<file path="src/tsa_pkg.sv">
// ----------------------------------------------------------------------------
// tsa_pkg
// Shared widths, constants, the coefficient table and the item type of the
// truncated tanh series pipeline.
// ----------------------------------------------------------------------------
`timescale 1ns / 1ps

package tsa_pkg;

    // Build-time configuration
    localparam int MAX_TERMS    = 11;
    localparam int FRAC_BITS    = 28;

    // Fixed number formats
    localparam int GUARD_BITS   = 4;
    localparam int COEF_BITS    = 62;
    localparam int CAP_LOG2     = 58;
    localparam int TABLE_TERMS  = 15;
    localparam int NUM_SECTIONS = MAX_TERMS - 1;

    localparam int ANGLE_W = 32;
    localparam int CNT_W   = 4;
    localparam int MAG_W   = 32;                  // |x| reaches 2^31
    localparam int P_W     = CAP_LOG2 + 1;        // power never exceeds the cap
    localparam int COEF_W  = COEF_BITS + 1;       // first coefficient is 2^62
    localparam int ACC_W   = P_W + 2;
    localparam int RMAG_W  = ACC_W - GUARD_BITS + 1;

    // Partial-product split of the wide multiplications
    localparam int P_LO_W  = 32;
    localparam int P_HI_W  = P_W - P_LO_W;
    localparam int C_LO_W  = 32;
    localparam int C_HI_W  = COEF_W - C_LO_W;
    localparam int PWR_W   = P_W + MAG_W + 1;
    localparam int SUM_W   = P_LO_W + MAG_W + P_HI_W + 1;
    localparam int TPROD_W = COEF_W + P_W + 1;

    localparam logic [CNT_W-1:0]   TERM_COUNT_RESET = 4'd11;
    localparam logic [P_W-1:0]     POWER_CAP        = {1'b1, {(P_W - 1){1'b0}}};
    localparam logic [ANGLE_W-1:0] OUT_MAX          = 32'h7FFF_FFFF;
    localparam logic [ANGLE_W-1:0] OUT_MIN          = 32'h8000_0000;

    typedef logic [0:TABLE_TERMS-1][63:0]       t_u64_tab;
    typedef logic [0:TABLE_TERMS-1][COEF_W-1:0] t_coef_tab;

    // |c_n| = num / (top * 10^18 + bottom)
    localparam logic [63:0] DEC18 = 64'd1000000000000000000;

    localparam t_u64_tab NUM_TAB = '{
        64'd1, 64'd1, 64'd2, 64'd17, 64'd62, 64'd1382, 64'd21844, 64'd929569,
        64'd6404582, 64'd443861162, 64'd18888466084, 64'd113927491862,
        64'd58870668456604, 64'd8374643517010684, 64'd689005380505609448};

    localparam t_u64_tab DEN_TOP = '{
        64'd0, 64'd0, 64'd0, 64'd0, 64'd0, 64'd0, 64'd0, 64'd0,
        64'd0, 64'd0, 64'd0, 64'd0, 64'd3, 64'd1298, 64'd263505};

    localparam t_u64_tab DEN_BOT = '{
        64'd1, 64'd3, 64'd15, 64'd315, 64'd2835, 64'd155925, 64'd6081075,
        64'd638512875, 64'd10854718875, 64'd1856156927625,
        64'd194896477400625, 64'd2900518163668125, 64'd698160658676859375,
        64'd54391195577640625, 64'd41412702261046875};

    // Coefficient magnitudes in Q62, rounded half up. Evaluated once at
    // elaboration by restoring long division.
    function automatic t_coef_tab build_coef_tab();
        t_coef_tab    tab;
        logic [127:0] den;
        logic [127:0] rem;
        logic [63:0]  quo;
        tab    = '0;
        tab[0] = COEF_W'(1) << COEF_BITS;
        for (int n = 1; n < TABLE_TERMS; n++) begin
            den = 128'(DEN_TOP[n]) * 128'(DEC18) + 128'(DEN_BOT[n]);
            rem = 128'(NUM_TAB[n]);
            quo = '0;
            for (int i = 0; i < COEF_BITS + 1; i++) begin
                rem = rem << 1;
                quo = quo << 1;
                if (rem >= den) begin
                    rem    = rem - den;
                    quo[0] = 1'b1;
                end
            end
            tab[n] = COEF_W'((quo + 64'd1) >> 1);
        end
        return tab;
    endfunction

    localparam t_coef_tab COEF_TAB = build_coef_tab();

    // One item as it travels down the term sections
    typedef struct packed {
        logic [MAG_W-1:0]        a;
        logic                    neg;
        logic [P_W-1:0]          p;
        logic signed [ACC_W-1:0] acc;
        logic                    huge;
    } t_item;

endpackage

</file>
<file path="src/tsa_output_stage.sv">
// ----------------------------------------------------------------------------
// tsa_output_stage
// Rounds the guarded sum to the result format, saturates it, applies the
// sign of the angle and holds the result item for the consumer.
// ----------------------------------------------------------------------------
`timescale 1ns / 1ps

module tsa_output_stage (
    input  logic                        i_clk,
    input  logic                        i_rst_n,
    input  logic [tsa_pkg::CNT_W-1:0]   i_nterms,
    input  logic                        i_valid,
    output logic                        o_ready,
    input  tsa_pkg::t_item              i_item,
    output logic                        o_valid,
    input  logic                        i_ready,
    output logic [tsa_pkg::ANGLE_W-1:0] o_value
);

    logic                         w_rdy_a;
    logic                         w_rdy_b;
    logic [tsa_pkg::ACC_W-1:0]    w_abs;
    logic [tsa_pkg::ACC_W:0]      w_rnd;
    logic                         w_pos;

    logic                         r_a_v;
    logic [tsa_pkg::RMAG_W-1:0]   r_a_mag;
    logic                         r_a_pos;
    logic                         r_a_huge;

    logic                         r_b_v;
    logic [tsa_pkg::ANGLE_W-1:0]  r_b_value;
    logic [tsa_pkg::ANGLE_W-1:0]  n_b_value;
    logic [tsa_pkg::ANGLE_W-1:0]  w_mag32;

    assign w_rdy_b = !r_b_v || i_ready;
    assign w_rdy_a = !r_a_v || w_rdy_b;

    always_comb begin
        w_abs = i_item.acc[tsa_pkg::ACC_W-1] ? (~$unsigned(i_item.acc) + 1'b1)
                                             : $unsigned(i_item.acc);
        w_rnd = {1'b0, w_abs} + (tsa_pkg::ACC_W+1)'(1 << (tsa_pkg::GUARD_BITS - 1));
        // With a runaway power the result follows the sign of the last term.
        if (i_item.huge) begin
            w_pos = i_nterms[0] != i_item.neg;
        end else begin
            w_pos = !i_item.acc[tsa_pkg::ACC_W-1] != i_item.neg;
        end
    end

    always_comb begin
        w_mag32 = r_a_mag[tsa_pkg::ANGLE_W-1:0];
        if (r_a_huge) begin
            w_mag32 = r_a_pos ? tsa_pkg::OUT_MAX : tsa_pkg::OUT_MIN;
        end else if (r_a_pos && r_a_mag > tsa_pkg::RMAG_W'(tsa_pkg::OUT_MAX)) begin
            w_mag32 = tsa_pkg::OUT_MAX;
        end else if (!r_a_pos && r_a_mag > tsa_pkg::RMAG_W'(tsa_pkg::OUT_MIN)) begin
            w_mag32 = tsa_pkg::OUT_MIN;
        end
        n_b_value = r_a_pos ? w_mag32 : (~w_mag32 + 1'b1);
    end

    always_ff @(posedge i_clk) begin
        if (!i_rst_n) begin
            r_a_v <= 1'b0;
            r_b_v <= 1'b0;
        end else begin
            if (w_rdy_a) r_a_v <= i_valid;
            if (w_rdy_b) r_b_v <= r_a_v;
        end
    end

    always_ff @(posedge i_clk) begin
        if (w_rdy_a) begin
            r_a_mag  <= w_rnd[tsa_pkg::ACC_W:tsa_pkg::GUARD_BITS];
            r_a_pos  <= w_pos;
            r_a_huge <= i_item.huge;
        end
        if (w_rdy_b) begin
            r_b_value <= n_b_value;
        end
    end

    assign o_ready = w_rdy_a;
    assign o_valid = r_b_v;
    assign o_value = r_b_value;

    a_huge_saturates: assert property (@(posedge i_clk) disable iff (!i_rst_n)
        (r_a_v && w_rdy_b && r_a_huge)
        |=> (r_b_value == tsa_pkg::OUT_MAX || r_b_value == tsa_pkg::OUT_MIN))
        else $error("runaway series did not give a saturated result");

    a_zero_stays_zero: assert property (@(posedge i_clk) disable iff (!i_rst_n)
        (r_a_v && w_rdy_b && !r_a_huge && r_a_mag == '0) |=> (r_b_value == '0))
        else $error("zero magnitude gave a non-zero result");

endmodule

</file>
<file path="config.mk">
export PLATFORM = sky130hd
export DESIGN_NAME = tsa_output_stage
export DESIGN_NICKNAME = d
export VERILOG_FILES = /design/src/tsa_pkg.sv /design/src/tsa_output_stage.sv
export SDC_FILE = /design/constraint.sdc
export NUM_CORES = 1
export LEC_CHECK = 0
export ABC_AREA = 1
export BUFFER_PORTS_ARGS = -buffer_cell sky130_fd_sc_hd__buf_2
export CORE_MARGIN = 5
export CORE_UTILIZATION = 45
export DETAILED_ROUTE_END_ITERATION = 10
export HOLD_SLACK_MARGIN = 0.06
export PLACE_DENSITY = 0.68
export SLEW_MARGIN = 20
export SYNTH_ARGS = -nofsm -noshare
export SYNTH_HDL_FRONTEND = slang
export SYNTH_SLANG_ARGS = --single-unit
</file>
<file path="constraint.sdc">
create_clock -name i_clk -period 2.75 [get_ports i_clk]
set_clock_uncertainty 0.1 [all_clocks]
set_input_delay 0.55 -clock i_clk [delete_from_list [all_inputs] [get_ports i_clk]]
set_output_delay 0.55 -clock i_clk [all_outputs]
set_load 0.02 [all_outputs]
</file>
# [Word level (Yosys, flattened, before mapping)]
# Cells that the tools add are included.
[classes] n_addsub=3 order_cmp=2 eq_ne=2 muxes=7 bitwise=2 n_reduce_logical=8
[ops] op="$mux 32" n=5
[ops] op="$add 61x4->62 const B" n=1
[ops] op="$add 61x1->61 const B" n=1
[ops] op="$mux 61" n=1
[ops] op="$not 61->61" n=1
[ops] op="$gt 58x31->1 const B" n=1
[ops] op="$gt 58x32->1 const B" n=1
[ops] op="$add 32x1->32 const B" n=1
[ops] op="$not 32->32" n=1
[ops] op="$logic_not 1->1" n=4
[ops] op="$logic_and 1x1->1" n=2
[ops] op="$logic_or 1x1->1" n=2
[ops] op="$ne 1x1->1" n=2
[ops] op="$mux 1" n=1
[totals] ff_bits=94 inputBits=162 out_inout_bits=34 elab_cells=30

# [Longest topological paths before layout]
# Gate-level depths: netlist of the first run.
[depth] ltp_word=8 depth_mapped=21 mapped_depth_nobuf=20

# [Worst setup path after synthesis of the first run]
# No wires, ideal clock.
[synth_path] kind="input-to-reg" start="input i_ready" end="register r_a_huge, enable pin" setup_ns=0.880 arrival_ns=2.111 required_time_ns=1.770 path_slack_ns=-0.341 stages=2 n_path_buf=0 path_cell_list="inv_1 -> nand3_1"
[synth_via] elab_chain_len=2
[synth_lines] item="from (decl)" line_no="tsa_output_stage.sv:16" text="input logic i_ready,"
[synth_lines] item="$logic_or 1x1->1" line_no="tsa_output_stage.sv:36" text="assign w_rdy_b = !r_b_v || i_ready;"
[synth_lines] item="$logic_or 1x1->1" line_no="tsa_output_stage.sv:37" text="assign w_rdy_a = !r_a_v || w_rdy_b;"
[synth_lines] item="named net o_ready" line_no="tsa_output_stage.sv:13" text="output logic o_ready,"
[synth_lines] item="to (signal assigned)" line_no="tsa_output_stage.sv:77" text="r_a_huge <= i_item.huge;"
[synth_lines] item="to (decl)" line_no="tsa_output_stage.sv:29" text="logic r_a_huge;"
# The timed path passes the listed nets, and every way through them passes these cells.
# A chain may end at the register's enable or synchronous reset.

# [Worst setup path in the final report of the first run]
[layout_path] start="input i_item[2] in the netlist's numbering" end="register r_a_mag[49] in the netlist's numbering (data pin)"
[layout_via] elab_chain_len=4
[layout_lines] item="from (decl)" line_no="tsa_output_stage.sv:14" text="input tsa_pkg::t_item i_item,"
[layout_lines] item="$not 61->61" line_no="tsa_output_stage.sv:40" text="w_abs = i_item.acc[tsa_pkg::ACC_W-1] ? (~$unsigned(i_item.acc) + 1'b1)"
[layout_lines] item="$add 61x1->61" line_no="tsa_output_stage.sv:40"
[layout_lines] item="$mux 61 (*)" line_no="tsa_output_stage.sv:40"
[layout_lines] item="$add 61x4->62 (*)" line_no="tsa_output_stage.sv:42" text="w_rnd = {1'b0, w_abs} + (tsa_pkg::ACC_W+1)'(1 << (tsa_pkg::GUARD_BITS - 1));"
[layout_lines] item="named net w_rnd, one bit" line_no="tsa_output_stage.sv:23" text="logic [tsa_pkg::ACC_W:0] w_rnd;"
[layout_lines] item="to (signal assigned)" line_no="tsa_output_stage.sv:75" text="r_a_mag <= w_rnd[tsa_pkg::ACC_W:tsa_pkg::GUARD_BITS];"
[layout_lines] item="to (decl)" line_no="tsa_output_stage.sv:27" text="logic [tsa_pkg::RMAG_W-1:0] r_a_mag;"
# Mark *: on every way through the listed nets, which the timed path passes. The rest lies on a longest branch.

==> qor.log, run 1 <==
qor: outcome.outcome finished with violations
qor: outcome.failing_checks setup timing
qor: synth.synth_edf_count 92
qor: place.globalplace.congestion 0.949
qor: global_routing.grt_first_pass_wirelength 44.7 mm
qor: route.firstDrtPassIters 5
qor: timing.setup_viol 11
qor: setup_path.crit_path_cell_trace buf_6 > nor3_4 > buf_6 > nand3_4 > nor2_4 > nand2_4 > nor2_4 > nor2_2 > xor2_2 > nand2_2 > nor2_2 > nand2_2 > nor2_4 > buf_6 > nand3_1 > nand2_1 > nand2_2
qor: route.route.detailed.vias_per_inst 4.94
qor: timing.worst-slew-pin-transition 0.609 ns
qor: power.clkPwrFrac 0.231
qor: setup_path.worst_path_max_delay_cell sky130_fd_sc_hd__nor3_4
qor: cells_and_area.fin_area 13500 µm²
qor: cells_and_area.antenna-diode-count 0
qor: floorplan.placeableCoreArea 19500 µm²
qor: route.drtIter0Drc 462
qor: global_routing.grt_usage 0.246
qor: min_path.worstHoldPathType in -> reg
qor: place.place.detailed.hpwl 23.3 mm
qor: power.cellInternalPower 3.29 mW
qor: setup_path.cp_top_family simple AND/OR/NAND/NOR gates
qor: floorplan.boundaryPins 196
qor: synth.synth.top_cell.area_share 0.309
qor: setup_path.critPathBufInv 3
qor: synth.synth_nets 1590
qor: setup_path.critical_path_arrival 2.78 ns
qor: setup_path.critical_path.startpoint_type input port
qor: clocking.ctsRootBufferMaster sky130_fd_sc_hd__clkbuf_16
qor: run.drv.max_cap_violation_count 0
qor: synth.postSynthRegisterBits 94
qor: power.power_per_cell_area 377 nW/µm²
qor: clocking.cts.sinks 94
qor: power.vdd.ir_drop.worst 0.000242 V
qor: clocking.cts_max_path_buffers 2
qor: power.total_leakage_power 6.44 nW
qor: timing.report.final.slew_viol_count 0
qor: floorplan.die_h 151 µm
qor: cells_and_area.final_cells 2095
qor: synth.synth-main-ff-cell sky130_fd_sc_hd__edfxtp_1
qor: floorplan.floorplan.die_area 22800 µm²
qor: synth.async_s_r_ff_share_synth 0
qor: route.postRouteAntennaNets 0
qor: setup_path.end_kind register
qor: power.net_switching_fraction_of_the_power 0.356
qor: synth.synth_cells 1426
qor: place.pre_cts_slack -0.392 ns
qor: cells_and_area.areaGrowthSynthToFinish 51.7%
qor: place.port_buffers 101
qor: clocking.path_clk_slew 0.07 ns
qor: synth.synth_area 8930 µm²
qor: synth.synth_sequential_area_ratio 0.314
qor: synth.ys_types 43
qor: power.total_power 5.11 mW
qor: route.detail_route.wl_per_cell 13.8 µm
qor: clocking.tritoncts built
qor: setup_path.data_required_critical_path 2.74 ns
qor: floorplan.floorplan.initialDensity 0.457
qor: clocking.worst_skew_pair.late_latency 0.34 ns
qor: timing.period_share 1.01
qor: timing.slew_headroom 0.593
qor: power.power.share.combinational 0.403
qor: synth.synth_largest_area_cell sky130_fd_sc_hd__edfxtp_1
qor: synth.synth-warning-count 0
qor: synth.syn_avg_cell_area 6.26 µm²
qor: cells_and_area.nFillCells 1636
qor: setup_path.critical_path_class in -> reg
qor: power.net-switching-power 1.82 mW
qor: floorplan.placementRows 51
qor: global_routing.initial_antenna_violation_count 0
qor: timing.final_hold_viol_count 0
qor: route.routed_wl 29.0 mm
qor: setup_path.crit_fanout 4
qor: global_routing.grt_pass1_vias 9694
qor: synth.synth_top_cells_by_area sky130_fd_sc_hd__edfxtp_1 31%, sky130_fd_sc_hd__nand2_1 22%, sky130_fd_sc_hd__nor2_1 10%
qor: clocking.cts_inserted_buffers 9
qor: global_routing.grt_overflow_total 0
qor: route.vias 10345
qor: cells_and_area.final_nets 1989
qor: setup_path.rrSetupSlack -0.04 ns
qor: cells_and_area.fraction_of_final_layout_cells_sized_beyond_drive_strength_1 0.415
qor: timing.top_achievable_clock_speed 359 MHz
qor: floorplan.die_width 151 µm
qor: timing.worst_slack -0.0380 ns
qor: clocking.htree_num_levels 3
qor: cells_and_area.postLayoutCoreUtil 0.694
qor: timing.finalCriticalPeriod 2.79 ns
qor: global_routing.pin_count_of_the_biggest_net_entering_global_routing 62
qor: place.place.detailed.instances 2052
qor: timing.rsz0062_at_grt true
qor: power.share_seq_of_total_power 0.367
qor: clocking.ctsHoldBuffers 0
qor: place.placedInstanceArea 11900 µm²
qor: route.detail_route.drc_violations 0
qor: setup_path.worst_stage_delay_on_the_critical_path 0.24 ns
## worst reg2reg max path: stages, from the launching register on
cell	delay (ns)
sky130_fd_sc_hd__edfxtp_1	0.44
sky130_fd_sc_hd__nor2_4	0.15
sky130_fd_sc_hd__nand2_1	0.07
sky130_fd_sc_hd__nor2_1	0.11
sky130_fd_sc_hd__nand2_1	0.09
sky130_fd_sc_hd__nor2_1	0.12
sky130_fd_sc_hd__nand2_1	0.08
sky130_fd_sc_hd__nand2_2	0.12
sky130_fd_sc_hd__bufbuf_16	0.29
sky130_fd_sc_hd__nand2_1	0.05
sky130_fd_sc_hd__nand2_1	0.09
sky130_fd_sc_hd__nand2_2	0.10
sky130_fd_sc_hd__nand3_2	0.12
sky130_fd_sc_hd__nor2_1	0.06
sky130_fd_sc_hd__nand2_1	0.12
sky130_fd_sc_hd__buf_4	0.12
sky130_fd_sc_hd__nor2_1	0.03
sky130_fd_sc_hd__nand2_1	0.09
sky130_fd_sc_hd__nand2_1	0.06
sky130_fd_sc_hd__nand2_1	0.08
sky130_fd_sc_hd__nand2_1	0.04
## synthesized netlist by cell type (2+ instances only)
library cell	count
sky130_fd_sc_hd__nor2_4	6
sky130_fd_sc_hd__buf_2	6
sky130_fd_sc_hd__o21ai_1	2
sky130_fd_sc_hd__xnor2_1	17
sky130_fd_sc_hd__xor2_2	7
sky130_fd_sc_hd__clkbuf_1	8
sky130_fd_sc_hd__nor2_2	25
sky130_fd_sc_hd__inv_1	156
sky130_fd_sc_hd__nand3_1	124
sky130_fd_sc_hd__nor2_1	245
sky130_fd_sc_hd__nor3_1	10
sky130_fd_sc_hd__nand2_1	525
sky130_fd_sc_hd__nand2_2	26
sky130_fd_sc_hd__ha_1	2
sky130_fd_sc_hd__o21ai_0	26
sky130_fd_sc_hd__buf_1	7
sky130_fd_sc_hd__dfxtp_1	2
sky130_fd_sc_hd__nand4_1	41
sky130_fd_sc_hd__o211ai_1	3
sky130_fd_sc_hd__a21oi_1	10
sky130_fd_sc_hd__buf_4	6
sky130_fd_sc_hd__inv_2	4
sky130_fd_sc_hd__nor3_2	8
sky130_fd_sc_hd__xor2_1	35
sky130_fd_sc_hd__nand3_2	6
sky130_fd_sc_hd__and3_1	2
sky130_fd_sc_hd__or2_2	2
sky130_fd_sc_hd__nand3b_1	9
sky130_fd_sc_hd__edfxtp_1	92
## cells by family after synthesis
logic type,synth area share
compound gates,0.0273
xor+xnor,0.0668
fa+ha+maj,0.00280
buf+inv,0.0820
flops,0.314
mux,0.00126
other cells,0.000420
simple gates,0.505
## worst paths after layout
check,startpoint,end,cells after the start
max,i_item[2],r_a_mag[49]$_DFFE_PP_,17
min,i_item[0],r_a_huge$_DFFE_PP_,1
min reg2reg,r_a_v$_SDFFE_PN0P_,o_valid$_SDFFE_PN0P_,2
max reg2reg,r_a_mag[49]$_DFFE_PP_,o_value[20]$_DFFE_PP_,20
## metal layers
metal / global-route usage / wire length (µm) / vias to the layer above
li1: - / - / 5319
met1: 0.291 / 11800 / 4627
met2: 0.446 / 14400 / 311
met3: 0.0242 / 1190 / 88
met4: 0.120 / 1530 / 0
met5: 0 / 0 / -
## registers in the layout, indices dropped and copies added (netlist names)
signal / flops
r_a_huge: 1
o_valid: 1
r_a_v: 1
o_value: 32
r_a_pos: 1
r_a_mag: 58
## cell type report
type | instances | area, µm² | share of cell area
repair buffers | 415 | 3020 | 0.223
clock inverters | 7 | 63.8 | 0.00471
well taps | 265 | 332 | 0.0245
clock buffers | 9 | 225 | 0.0166
inverters | 160 | 603 | 0.0445
flip-flops and latches | 94 | 2800 | 0.207
multi-input cells | 1145 | 6500 | 0.480
## cells in the final DEF, fill, tap and decap left out, types with 54 or more instances in the layout
master and n:
sky130_fd_sc_hd__nand3_1 101, sky130_fd_sc_hd__nor2_1 145, sky130_fd_sc_hd__buf_4 299, sky130_fd_sc_hd__edfxtp_1 92, sky130_fd_sc_hd__nor2_2 77, sky130_fd_sc_hd__buf_2 99
sky130_fd_sc_hd__nand2_2 105, sky130_fd_sc_hd__inv_1 151, sky130_fd_sc_hd__nand2_1 432, sky130_fd_sc_hd__nor2_4 54
## power groups by stage
stage          logic [mW]  registers (mW)  clock network, mW
2_1_floorplan       0.874            2.03                  0
3_3_place_gp         1.73            1.89                  0
3_5_place_dp         1.76            1.90                  0
4_1_cts              1.81            1.87               1.20
5_1_grt              2.26            1.89               1.27
6_report             2.06            1.87               1.18
## metrics by stage
| stage | setup TNS (ns) | hold WS [ns] |
|---|---|---|
| after global routing | -7.23 | 0.291 |
| after global placement | -12.19 | 0.349 |
| after CTS | -0.0775 | 0.293 |
| final | -0.167 | 0.303 |
| after detailed placement | -15.72 | 0.359 |
| after floorplan | 0 | 0.339 |
## what timing repair did
action	in CTS	in global routing
gates resized for setup	33	295
pin swaps	10	88
endpoints found under the hold margin	0	0
cloned	1	1
setup buffers	3	22
endpoints found under the setup margin	29	70
Power figures use the tool's default switching activity.
==> run 2: changes to the inputs <==
==> constraint.sdc (replaced) <==
create_clock -name i_clk -period 2.75 [get_ports i_clk]
set_clock_uncertainty 0.1 [all_clocks]
set_input_delay 0.1375 -clock i_clk [delete_from_list [all_inputs] [get_ports i_clk]]
set_output_delay 0.1375 -clock i_clk [all_outputs]
set_load 0.02 [all_outputs]
==> run 2 against run 1 <==
The flow still finishes with violations (setup timing). Via count decreased by 3.9%. Critical path depth increased by 1. Sequential share of layout area increased by 2.4 points. Routed wire length decreased by 0.83%. Die area unchanged. Maximum frequency decreased by 1.4%. Final area decreased by 10%. Largest power group unchanged.
==> qor.log, run 2 (synthesis results as in run 1) <==
qor: timing.final_hold_viol_count 0 [unchanged]
qor: power.net-switching-power 1.86 mW [+2.5%]
qor: setup_path.startpoint r_a_mag[57]$_DFFE_PP_
qor: floorplan.die_h 151 µm [unchanged]
qor: setup_path.critical_path_class reg -> reg
qor: timing.top_achievable_clock_speed 354 MHz [-1.4%]
qor: cells_and_area.most-common-layout-cells 464 x sky130_fd_sc_hd__nand2_1, 199 x sky130_fd_sc_hd__nor2_1, 148 x sky130_fd_sc_hd__inv_1, 139 x sky130_fd_sc_hd__buf_4, 101 x sky130_fd_sc_hd__buf_2
qor: floorplan.floorplan.die_area 22800 µm² [unchanged]
qor: power.vdd.ir_drop.worst 0.000266 V [+9.8%]
qor: cells_and_area.largest_register_ffs 58 [unchanged]
qor: clocking.cts_inserted_buffers 9 [unchanged]
qor: timing.final_layout_worst_hold_slack 0.120 ns [-0.182 ns]
qor: setup_path.data_required_critical_path 2.75 ns [about the same]
qor: cells_and_area.layout.area.seq 2800 µm² [unchanged]
qor: timing.slew_headroom 0.552 [-0.0414]
qor: min_path.worstHoldPathCells 4 [+3]
qor: global_routing.globalRouteMet2Util 0.408 [-0.0382]
qor: global_routing.pin_count_of_the_biggest_net_entering_global_routing 63 [+1.6%]
qor: setup_path.crit-reg2reg-capture o_value[24]$_DFFE_PP_
qor: setup_path.cp_common_cell sky130_fd_sc_hd__nand2_1
qor: power.total_leakage_power 5.64 nW [-12%]
qor: outcome.outcome finished with violations
qor: clocking.cts.sinks 94 [unchanged]
qor: place.pre_cts_slack -0.126 ns [+0.266 ns]
qor: clocking.worst_skew_pair.late_latency 0.34 ns [about the same]
qor: floorplan.boundaryPins 196 [unchanged]
qor: setup_path.regToRegStartpoint r_a_mag[57]$_DFFE_PP_
qor: route.postRouteAntennaNets 0 [unchanged]
qor: timing.report.final.slew_viol_count 0 [unchanged]
qor: place.port_buffers 101 [unchanged]
qor: floorplan.placeableCoreArea 19500 µm² [unchanged]
qor: min_path.worstHoldPathType in -> reg
qor: cells_and_area.postLayoutCoreUtil 0.622 [-0.0721]
qor: cells_and_area.antenna-diode-count 0 [unchanged]
qor: timing.period_share 1.03 [+0.0144]
qor: setup_path.critical_path.startpoint_type register
qor: power.net_switching_fraction_of_the_power 0.358 [+0.00235]
qor: route.drtIter0Drc 704 [+52%]
qor: setup_path.worst_stage_delay_on_the_critical_path 0.37 ns [+0.13 ns]
qor: power.total_power 5.20 mW [+1.9%]
qor: timing.worst_slack -0.0776 ns [-0.0396 ns]
qor: route.routed_wl 28.8 mm [-0.83%]
qor: setup_path.rrSetupSlack -0.08 ns [-0.04 ns]
qor: run.drv.max_cap_violation_count 0 [unchanged]
qor: floorplan.placementRows 51 [unchanged]
qor: cells_and_area.areaGrowthSynthToFinish 35.9%
qor: floorplan.die_width 151 µm [unchanged]
qor: route.detail_route.wl_per_cell 14.8 µm [+6.7%]
qor: global_routing.grt_use_met3 0.0192 [-0.00509]
qor: power.power_per_cell_area 429 nW/µm² [+14%]
qor: setup_path.crit_fanout 5 [+1]
qor: route.vias 9937 [-3.9%]
qor: timing.finalCriticalPeriod 2.83 ns [+0.0396 ns]
qor: min_path.timing.hold.worst.start i_nterms[0]
qor: setup_path.reg2regPathDepth 18 [-10%]
qor: cells_and_area.nFillCells 1766 [+7.9%]
qor: global_routing.initial_antenna_violation_count 0 [unchanged]
qor: route.route.detailed.vias_per_inst 5.10 [+3.3%]
qor: place.place.detailed.hpwl 21.9 mm [-6.2%]
qor: power.clkPwrFrac 0.242 [+0.011]
qor: timing.setup_viol 12 [+1]
qor: route.firstDrtPassIters 6 [+1]
qor: clocking.ctsRootBufferMaster sky130_fd_sc_hd__clkbuf_16
qor: place.placedInstanceArea 10800 µm² [-9.2%]
qor: cells_and_area.final_nets 1842 [-7.4%]
qor: setup_path.end_kind register
qor: cells_and_area.multi_input_area 6100 µm² [-6.2%]
qor: min_path.timing.hold.worst_endpoint r_a_pos$_DFFE_PP_
qor: cells_and_area.regMostFlops r_a_mag
qor: clocking.path_clk_slew 0.07 ns [about the same]
qor: outcome.failing_checks setup timing
qor: cells_and_area.final_cells 1948 [-7.0%]
qor: timing.rsz0062_at_grt true
qor: setup_path.crit_path_cell_trace nor2_1 > nand2_1 > nor2_1 > nand2_1 > nor2_2 > inv_2 > nand2_4 > clkbuf_16 > nand2_1 > nand2_2 > nand3_2 > nor2_1 > nand2_1 > nand3b_1 > nand2_1 > nand2_1 > nand2_1 > inv_1
qor: power.power.share.combinational 0.398 [-0.005]
qor: global_routing.grt_overflow_total 0 [unchanged]
qor: clocking.cts_max_path_buffers 2 [unchanged]
qor: clocking.htree_num_levels 3 [unchanged]
qor: cells_and_area.fraction_of_final_layout_cells_sized_beyond_drive_strength_1 0.308 [-0.107]
qor: global_routing.grt_first_pass_wirelength 42.3 mm [-5.4%]
qor: cells_and_area.layout.cells.most_common sky130_fd_sc_hd__nand2_1
qor: global_routing.top_usage_layer met2
qor: power.share_seq_of_total_power 0.360 [-0.007]
qor: floorplan.floorplan.initialDensity 0.457 [unchanged]
qor: clocking.tritoncts built
qor: global_routing.grt_pass1_vias 8966 [-7.5%]
qor: timing.worst-slew-pin-transition 0.671 ns [+0.0620 ns]
qor: setup_path.worst_path_max_delay_cell sky130_fd_sc_hd__edfxtp_1
qor: global_routing.grt_usage 0.234 [-0.0123]
qor: setup_path.critical_path_arrival 2.83 ns [+0.05 ns]
qor: route.detail_route.drc_violations 0 [unchanged]
qor: place.globalplace.congestion 0.938 [-1.2%]
qor: timing.fin_tns_setup -0.464 ns [-0.297 ns]
qor: cells_and_area.fin_area 12100 µm² [-10%]
qor: global_routing.global_route.usage.met1 0.291 [unchanged]
qor: place.place.detailed.instances 1906 [-7.1%]
qor: power.cellInternalPower 3.34 mW [+1.5%]
[run 2: cell types whose count changed in the layout (fill, tap and decap cells not counted), sizes merged]
cell         change
buf            -154
bufbuf           -1
clkinvlp         +1
clkinv           -2
bufinv           +1
dlygate4sd3      +5
clkbuf           +3
[run 2: layer usage]
metal	share of wire	wire (µm)	up-vias
li1	-	-	5037
met1	0.41	11800	4434
met2	0.48	13900	372
met3	0.046	1330	94
met4	0.058	1650	0
met5	0	0	-
[run 2: power groups by stage]
stage,Clock [mW],Combinational (mW),Sequential (mW)
2_1_floorplan,0,0.874,2.03
3_3_place_gp,0,1.61,1.90
3_5_place_dp,0,1.62,1.90
4_1_cts,1.28,1.67,1.87
5_1_grt,1.35,2.26,1.89
6_report,1.26,2.07,1.87
[run 2: worst max path at each step]
stage | to | slack (ns)
2_1_floorplan | o_value[10]$_DFFE_PP_ | 0.40
3_3_place_gp | o_value[14]$_DFFE_PP_ | -0.09
3_5_place_dp | o_value[14]$_DFFE_PP_ | -0.13
4_1_cts | o_value[14]$_DFFE_PP_ | -0.02
5_1_grt | o_value[22]$_DFFE_PP_ | -0.25
6_report | o_value[24]$_DFFE_PP_ | -0.08
[run 2: final cells by class]
| cell class | instances | area share |
|---|---|---|
| well taps | 265 | 0.0273 |
| inverters | 160 | 0.0497 |
| clock buffers | 9 | 0.0186 |
| multi-input cells | 1145 | 0.502 |
| clock inverters | 7 | 0.00670 |
| flip-flops and latches | 94 | 0.231 |
| repair buffers | 268 | 0.164 |
[run 2: repair_timing]
action	CTS	global route
gates resized for setup	24	194
pin swaps	2	71
endpoints found under the setup margin	23	28
cloned	1	5
hold endpoints to repair	4	0
hold buffers	5	0
buffers inserted	0	18
[run 2: critical path, delay by kind of cell (launching register included)]
family,cells,cell delay [ns]
flip-flops,1,0.37
AND/OR/NAND/NOR,15,1.81
buffers and inverters,3,0.31
==> run 3: changes to the inputs <==
--- a/config.mk
+++ b/config.mk
@@ -6,7 +6,7 @@
 export NUM_CORES = 1
 export LEC_CHECK = 0
 export ABC_AREA = 1
-export BUFFER_PORTS_ARGS = -buffer_cell sky130_fd_sc_hd__buf_2
+export BUFFER_PORTS_ARGS = -buffer_cell sky130_fd_sc_hd__clkbuf_2
 export CORE_MARGIN = 5
 export CORE_UTILIZATION = 45
 export DETAILED_ROUTE_END_ITERATION = 10
==> run 3 against run 2 <==
The run still ends with setup timing left. Register-to-register slack worse by 0.05 ns. Power down 4.7%. Worst setup slack lost 0.049 ns.
==> qor.log, run 3 (synthesis results as in run 1) <==
qor: clocking.cts.sinks 94 [unchanged]
qor: route.firstDrtPassIters 5 [-1]
qor: cells_and_area.most-common-layout-cells 491 x sky130_fd_sc_hd__nand2_1, 204 x sky130_fd_sc_hd__nor2_1, 154 x sky130_fd_sc_hd__inv_1, 147 x sky130_fd_sc_hd__buf_4, 105 x sky130_fd_sc_hd__nand3_1
qor: clocking.tritoncts built
qor: min_path.worstHoldPathType in -> reg
qor: cells_and_area.multi_input_area 5810 µm² [-4.8%]
qor: cells_and_area.fin_area 11700 µm² [-3.4%]
qor: floorplan.floorplan.initialDensity 0.457 [unchanged]
qor: global_routing.grt_usage 0.237 [+0.00308]
qor: place.pre_cts_slack -0.184 ns [-0.0578 ns]
qor: place.globalplace.congestion 0.918 [-2.2%]
qor: setup_path.worst_path_max_delay_cell sky130_fd_sc_hd__edfxtp_1
qor: timing.finalCriticalPeriod 2.88 ns [+0.0488 ns]
qor: place.port_buffers 101 [unchanged]
qor: setup_path.critical_path_class reg -> reg
qor: min_path.timing.hold.worst.start i_item[58]
qor: power.vdd.ir_drop.worst 0.000328 V [+23%]
qor: setup_path.crit_path_cell_trace nor2_2 > nand2_1 > nor2_1 > nand2_1 > nor2_2 > inv_2 > nand2_4 > clkbuf_16 > nand2_1 > nand2_1 > nand3_2 > buf_4 > nor2_1 > nand2_1 > o21ai_0 > nand3_1 > o21ai_0 > inv_1
qor: route.postRouteAntennaNets 0 [unchanged]
qor: route.amount_of_wire_on_met3_after_detailed_routing 1.08 mm [-18%]
qor: global_routing.grt_overflow_total 0 [unchanged]
qor: clocking.ctsRootBufferMaster sky130_fd_sc_hd__clkbuf_16
qor: route.detail_route.wl_per_cell 13.9 µm [-5.6%]
qor: floorplan.die_width 151 µm [unchanged]
qor: global_routing.grt_first_pass_wirelength 42.8 mm [+1.3%]
qor: timing.fin_tns_setup -0.223 ns [+0.240 ns]
qor: setup_path.data_required_critical_path 2.75 ns [about the same]
qor: clocking.path_clk_slew 0.07 ns [about the same]
qor: cells_and_area.final_nets 1838 [-0.22%]
qor: outcome.outcome finished with violations
qor: global_routing.grt_pass1_vias 8886 [-0.89%]
qor: cells_and_area.antenna-diode-count 0 [unchanged]
qor: cells_and_area.areaGrowthSynthToFinish 31.4%
qor: place.placedInstanceArea 10800 µm² [about the same]
qor: route.wl_met2 13.2 mm [-5.1%]
qor: floorplan.die_h 151 µm [unchanged]
qor: floorplan.placeableCoreArea 19500 µm² [unchanged]
qor: timing.final_layout_worst_hold_slack 0.198 ns [+0.0778 ns]
qor: setup_path.reg2regPathDepth 18 [unchanged]
qor: route.topRoutingLayerUsed met4
qor: power.total_leakage_power 5.53 nW [-1.8%]
qor: route.routed_wl 27.1 mm [-5.9%]
qor: timing.rsz0062_at_grt true
qor: timing.final_hold_viol_count 0 [unchanged]
qor: cells_and_area.layout.cells.most_common sky130_fd_sc_hd__nand2_1
qor: setup_path.critical_path.startpoint_type register
qor: min_path.timing.hold.worst_endpoint r_a_mag[53]$_DFFE_PP_
qor: floorplan.floorplan.die_area 22800 µm² [unchanged]
qor: power.power_per_cell_area 423 nW/µm² [-1.3%]
qor: setup_path.crit_fanout 8 [+3]
qor: floorplan.placementRows 51 [unchanged]
qor: clocking.cts_max_path_buffers 2 [unchanged]
qor: cells_and_area.nFillCells 1899 [+7.5%]
qor: timing.worst_slack -0.126 ns [-0.0488 ns]
qor: route.drtIter0Drc 592 [-16%]
qor: setup_path.worst_stage_delay_on_the_critical_path 0.37 ns [about the same]
qor: min_path.worstHoldPathCells 5 [+1]
qor: timing.report.final.slew_viol_count 0 [unchanged]
qor: timing.worst-slew-pin-transition 0.622 ns [-0.0490 ns]
qor: clocking.cts_inserted_buffers 9 [unchanged]
qor: global_routing.pin_count_of_the_biggest_net_entering_global_routing 50 [-21%]
qor: place.place.detailed.hpwl 22.2 mm [+1.5%]
qor: cells_and_area.largest_register_ffs 58 [unchanged]
qor: timing.setup_viol 5 [-7]
qor: setup_path.cp_common_cell sky130_fd_sc_hd__nand2_1
qor: timing.slew_headroom 0.585 [+0.0327]
qor: setup_path.end_kind register
qor: setup_path.rrSetupSlack -0.13 ns [-0.05 ns]
qor: setup_path.crit-reg2reg-capture o_value[13]$_DFFE_PP_
qor: route.detail_route.drc_violations 0 [unchanged]
qor: route.detail_route.wirelength.met1 11.5 mm [-2.6%]
qor: run.drv.max_cap_violation_count 0 [unchanged]
qor: setup_path.critical_path_arrival 2.87 ns [+0.04 ns]
qor: route.vias 9611 [-3.3%]
qor: timing.period_share 1.05 [+0.0177]
qor: outcome.failing_checks setup timing
qor: cells_and_area.fraction_of_final_layout_cells_sized_beyond_drive_strength_1 0.277 [-0.0313]
qor: cells_and_area.postLayoutCoreUtil 0.601 [-0.0208]
qor: setup_path.regToRegStartpoint r_a_mag[49]$_DFFE_PP_
qor: clocking.worst_skew_pair.late_latency 0.34 ns [about the same]
qor: timing.top_achievable_clock_speed 348 MHz [-1.7%]
qor: cells_and_area.regMostFlops r_a_mag
qor: floorplan.boundaryPins 196 [unchanged]
qor: route.route.detailed.vias_per_inst 4.95 [-3.0%]
qor: cells_and_area.layout.area.seq 2800 µm² [unchanged]
qor: global_routing.initial_antenna_violation_count 0 [unchanged]
qor: clocking.htree_num_levels 3 [unchanged]
[run 3: cell count changes in the layout (fill, tap and decap cells not counted), sizes merged]
cell,previous run,this run
buf,259,157
clkinvlp,1,0
dlygate4sd3,5,4
clkinv,2,4
inv,163,161
clkbuf,13,112
[run 3: cell type report]
type / count / share of cell area
Tap cell: 265 / 0.0283
Sequential cell: 94 / 0.239
Clock inverter: 6 / 0.00523
Clock buffer: 9 / 0.0192
Timing Repair Buffer: 264 / 0.162
Multi-Input combinational cell: 1145 / 0.495
Inverter: 160 / 0.0512
[run 3: power by group]
part / internal [mW] / total (mW) / switching (mW)
sequential: 1.81 / 1.87 / 0.0681
clock: 0.697 / 1.19 / 0.491
combinational: 0.758 / 1.90 / 1.14
total: 3.26 / 4.96 / 1.70
[run 3: stage by stage]
step | power (mW) | cells
5_1_grt | 5.28 | 1943
4_1_cts | 4.80 | 1930
6_report | 4.96 | 1943
3_3_place_gp | 3.52 | 1908
3_5_place_dp | 3.54 | 1908
2_1_floorplan | 2.90 | 1426
[run 3: timing repair]
| item | 4_1_cts | 5_1_grt |
|---|---|---|
| gates resized for setup | 27 | 103 |
| gates cloned | 2 | 2 |
| pin swaps | 9 | 37 |
| hold buffers | 4 | 0 |
| endpoints found under the setup margin | 24 | 28 |
| setup buffers | 1 | 12 |
| endpoints found under the hold margin | 4 | 0 |
[run 3: metal layers]
layer / up-vias / GRT usage
met3: 68 / 0.0245
met2: 269 / 0.427
li1: 5028 / -
met1: 4246 / 0.292
met4: 0 / 0.0902
met5: - / 0
[run 3: worst max-delay path: cells and delay by family (launching register included)]
| kind | cells | cell delay [ns] |
|---|---|---|
| simple gates | 12 | 1.32 |
| flops | 1 | 0.37 |
| buf+inv | 4 | 0.51 |
| compound gates | 2 | 0.34 |
[run 3: worst max path at each step]
stage / cells past startpoint / start / end / slack (ns)
CTS: 22 / r_a_mag[47]$_DFFE_PP_ / o_value[20]$_DFFE_PP_ / 0.003
global route: 19 / r_a_mag[49]$_DFFE_PP_ / o_value[20]$_DFFE_PP_ / -0.23
global placement: 21 / r_a_mag[0]$_DFFE_PP_ / o_value[10]$_DFFE_PP_ / -0.10
finish: 18 / r_a_mag[49]$_DFFE_PP_ / o_value[13]$_DFFE_PP_ / -0.13
floorplan: 20 / r_a_mag[38]$_DFFE_PP_ / o_value[10]$_DFFE_PP_ / 0.40
detailed placement: 21 / r_a_mag[2]$_DFFE_PP_ / o_value[10]$_DFFE_PP_ / -0.18
